## src/rtl/wti_ram.sv

```systemverilog
// ----------------------------------------------------------------------------
// wti_ram
// Generic single-write, single-read RAM with registered read data.
// ----------------------------------------------------------------------------
`default_nettype none

module wti_ram #(
  parameter int WIDTH = 32,
  parameter int DEPTH = 64
) (
  input  wire logic                     clk_i,
  input  wire logic                     we_i,
  input  wire logic [$clog2(DEPTH)-1:0] waddr_i,
  input  wire logic [WIDTH-1:0]         wdata_i,
  input  wire logic [$clog2(DEPTH)-1:0] raddr_i,
  output logic      [WIDTH-1:0]         rdata_o
);

  logic [WIDTH-1:0] mem_q [DEPTH];

  // Write port and registered read port
  always_ff @(posedge clk_i) begin
    if (we_i) begin
      mem_q[waddr_i] <= wdata_i;
    end
    rdata_o <= mem_q[raddr_i];
  end

endmodule

`default_nettype wire

```

## config.mk

```make
export PLATFORM = sky130hd
export DESIGN_NAME = wti_ram
export DESIGN_NICKNAME = d
export VERILOG_FILES = /design/src/rtl/wti_ram.sv
export SDC_FILE = /design/constraint.sdc
export NUM_CORES = 2
export LEC_CHECK = 0
export ABC_AREA = 1
export CAP_MARGIN = 20
export CORE_MARGIN = 1.5
export CORE_UTILIZATION = 60
export CTS_CLUSTER_DIAMETER = 40
export DETAILED_ROUTE_END_ITERATION = 8
export DONT_BUFFER_PORTS = 1
export GPL_ROUTABILITY_DRIVEN = 1
export PLACE_DENSITY = 0.76
export SLEW_MARGIN = 20
export SYNTH_ARGS = -nofsm -noshare
export SYNTH_HDL_FRONTEND = slang
export SYNTH_SLANG_ARGS = --single-unit
```

## constraint.sdc

```tcl
create_clock -name clk_i -period 12.01 [get_ports clk_i]
set_input_delay 2.402 -clock clk_i [delete_from_list [all_inputs] [get_ports clk_i]]
set_output_delay 2.402 -clock clk_i [all_outputs]
set_load 0.005 [all_outputs]
```

==> impl_metrics.csv <==
group,metric,value,unit
cells_and_area,drive_above_1_share,6.58,%
global_routing,grt_pass1_vias,51500,
power_and_ir_drop,clkPwrFrac,41.7,%
cells_and_area,area_delta_synth_final,9.53,%
logic_synthesis,yosys.area.top_type_share,74.3,%
die,die_w,374,um
global_routing,grt_overflow_total,0,
timing,finalCritPeriodShare,55.0,%
logic_synthesis,synth_xor_area_share,0,%
timing,rsz0062_at_grt,"no",
global_routing,grt_max_degree,1026,
clock_tree,cts_made_buffers,202,
logic_synthesis,ys_warn_count,0,
setup_path,arrival,7.35,ns
logic_synthesis,ys_async_sr_fraction,0,%
clock_tree,cts_root_buf,"clkbuf_16",
power_and_ir_drop,pwr-share-seq,53.9,%
die,start_util,60.3,%
logic_synthesis,avgSynthCellArea,12.2,sq um
setup_path,worstPathRequired,12.76,ns
logic_synthesis,synth-compound-area-share,0,%
drt,vias,54100,
power_and_ir_drop,switchingPower,0.00319,W
logic_synthesis,synth_area_leaders,"edfxtp_1 (74%), nand3_1 (12%), nand2_1 (10%), buf_2 (1.7%), dfxtp_1 (0.77%)",
global_routing,antenna_found_initial,9,
global_routing,grt_pass1_wl,328000,um
clock_tree,hold_buffers,0,
timing,fin_skew,0.0345,ns
clock_tree,cts_resized,0,
logic_synthesis,postSynthNetCount,6815,
setup_path,cpPeakStageDelay,0.72,ns
placement,preCtsSetupSlack,5.85,ns
power_and_ir_drop,p_per_area,166,nW/um^2
clock_tree,htree_levels,4,
drt,ant_nets,0,
setup_path,crit_path_end_kind,"flip-flop",
drt,drtIter0Drc,8838,
logic_synthesis,synth_seq_cells,2080,
die,io_pins,78,
clock_tree,clk_latency,0.83,ns
global_routing,track_usage,31.9,%
clock_tree,cts_tree,"done",
min_path,hp-class,"flip-flop to flip-flop",
timing,holdWs,0.792,ns
flow_run,drv_cap,0,
die,die_y,374,um
timing,setup_viol,0,
logic_synthesis,synth-adder-area-share,0,%
logic_synthesis,synthMuxAreaShare,0,%
drt,routed_wl,225000,um
cells_and_area,diodes,0,
die,num_rows,136,
timing,setup_tns,0,ns
clock_tree,path_clk_slew,0.06,ns
logic_synthesis,yosysTopAreaCell,"edfxtp_1",
clock_tree,cts.sinks,2080,
drt,vias_per_cell,6.32,
placement,place_congestion,0.876,
timing,tightest_slew,1.44,ns
logic_synthesis,synth_commonest_cells,"nand2_1 (2248), edfxtp_1 (2048), nand3_1 (1907), buf_2 (282), clkbuf_1 (77)",
power_and_ir_drop,p_int,0.0118,W
power_and_ir_drop,p_sw_share,21.3,%
placement,dp_hpwl,104000,um
die,coreArea,137000,sq um
setup_path,crit_fanout,224,
drt,avgRoutedWirePerCell,26.3,um
drt,post-route-drc-count,0,
placement,numPortBuffers,0,
clock_tree,post_cts_buffers,0,
run_status,status,"completed",
logic_synthesis,synth.distinct_cells,16,
logic_synthesis,synth-simple-area-share,22.1,%
logic_synthesis,yosysSeqAreaShare,75.1,%
power_and_ir_drop,peakVddDrop,152,uV
clock_tree,clock_tree.buffer_depth,3,
timing,drv_slew,0,
die,die_area,140000,sq um
setup_path,critPathBufInv,5,
logic_synthesis,synth_flop_cell,"edfxtp_1",
logic_synthesis,synth_cells,6769,
logic_synthesis,synth.most_common_cell,"nand2_1",
timing,slew_headroom,3.86,%
timing,max_freq,151,MHz
logic_synthesis,synth-edff-count,2048,
power_and_ir_drop,leakagePower,31.6,nW
cells_and_area,fill_cells,9348,
timing,finalHoldViolations,0,
cells_and_area,register_area,62100,sq um
setup_path,worstPathCellList,"buf_16 > buf_16 > buf_16 > inv_16 > buf_12 > nand2_1 > nand3_1 > nand3_1 > nand3_1 > nand3_1 > nand2_1 > nand2_1 > nand2_1",
logic_synthesis,synth_top_family_by_area,"simple AND/OR/NAND/NOR gates",
setup_path,start_kind,"primary input",
timing,fin_ws,5.41,ns
cells_and_area,nets,6653,
cells_and_area,multi_input_area,18800,sq um
logic_synthesis,syn-cell-area,82700,sq um
power_and_ir_drop,combPwrFrac,4.4,%
drt,drt-pass1-iter-count,8,
setup_path,critPathTopFamily,"buffers and inverters",
setup_path,cpMaxStageDelayCell,"inv_16",
timing,fin_crit,6.60,ns
setup_path,crit_type,"primary input to flip-flop",
[layer usage]
layer / wire length [um] / up-vias / global-route usage (%)
li1: - / 23800 / -
met1: 81100 / 26000 / 43.8
met2: 101000 / 3758 / 48.7
met3: 31900 / 549 / 7.62
met4: 11100 / 4 / 15.0
met5: 24 / - / 0
[registers in the layout (all words and copies together) (netlist names)]
register,count
mem_q,2048
rdata_o,32
[power by group through the flow]
stage	combinational (W)	clock (W)	sequential (W)
after floorplan	0.000494	0	0.00820
after global placement	0.000560	0	0.00824
after detailed placement	0.000573	0	0.00824
after CTS	0.000579	0.00628	0.00809
after global routing	0.000710	0.00655	0.00809
final	0.000656	0.00625	0.00809
[area by class of cell]
cell class,instances,share of cell area [%]
clock buffer,268,6.11
clock inverter,106,1.15
inverter,12,0.0870
multi-input combinational,4228,20.7
sequential,2080,68.6
tap,1794,2.48
timing repair buffer,83,0.895
[layout by cell type (no fill, tap or decap)]
cell and n:
buf_12 7, clkinv_2 23, clkbuf_1 50, inv_1 6
clkbuf_8 9, clkbuf_16 209, dfxtp_1 32, edfxtp_1 2048
nand2_1 2248, inv_8 2, clkinv_8 3, inv_16 1
buf_16 5, nor2_4 56, inv_2 2, bufinv_16 16
inv_6 12, clkinv_4 12, clkinv_1 31, nand4_1 9
nand3_1 1907, inv_4 1, buf_4 71, nor4_2 8
clkinvlp_4 9
[worst reg2reg max path: stages, from the launching register on]
cell      delay (ns)
edfxtp_1        0.36
nand2_1         0.08
nand3_1         0.10
nand3_1         0.11
nand2_1         0.10
nand2_1         0.07
nand3_1         0.38
nand3_1         0.41
nand2_1         0.09
[cells by family after synthesis]
| kind of cell | after synthesis |
|---|---|
| and+or+nand+nor | 4228 |
| DFF | 2080 |
| buffers and inverters | 461 |
[through the flow]
step	cells	total power [W]	instance area (sq um)	util [%]
3_3_place_gp	8192	0.00880	83900	61.2
3_5_place_dp	8192	0.00882	83900	61.2
4_1_cts	8566	0.0149	90500	66.0
6_report	8571	0.0150	90600	66.1
5_1_grt	8571	0.0154	90600	66.1
2_1_floorplan	6769	0.00870	82700	-
[worst paths after layout]
path | from | endpoint | slack [ns] | cells after the start
worst min-delay path | mem_q[44][21] | rdata_o[21] | 0.79 | 8
worst max-delay path | raddr_i[0] | rdata_o[9] | 5.41 | 13
worst min register to register | mem_q[44][21] | rdata_o[21] | 0.79 | 8
worst max register to register | mem_q[11][8] | rdata_o[8] | 10.18 | 8
Note: power is estimated with default switching activity, not from simulation.
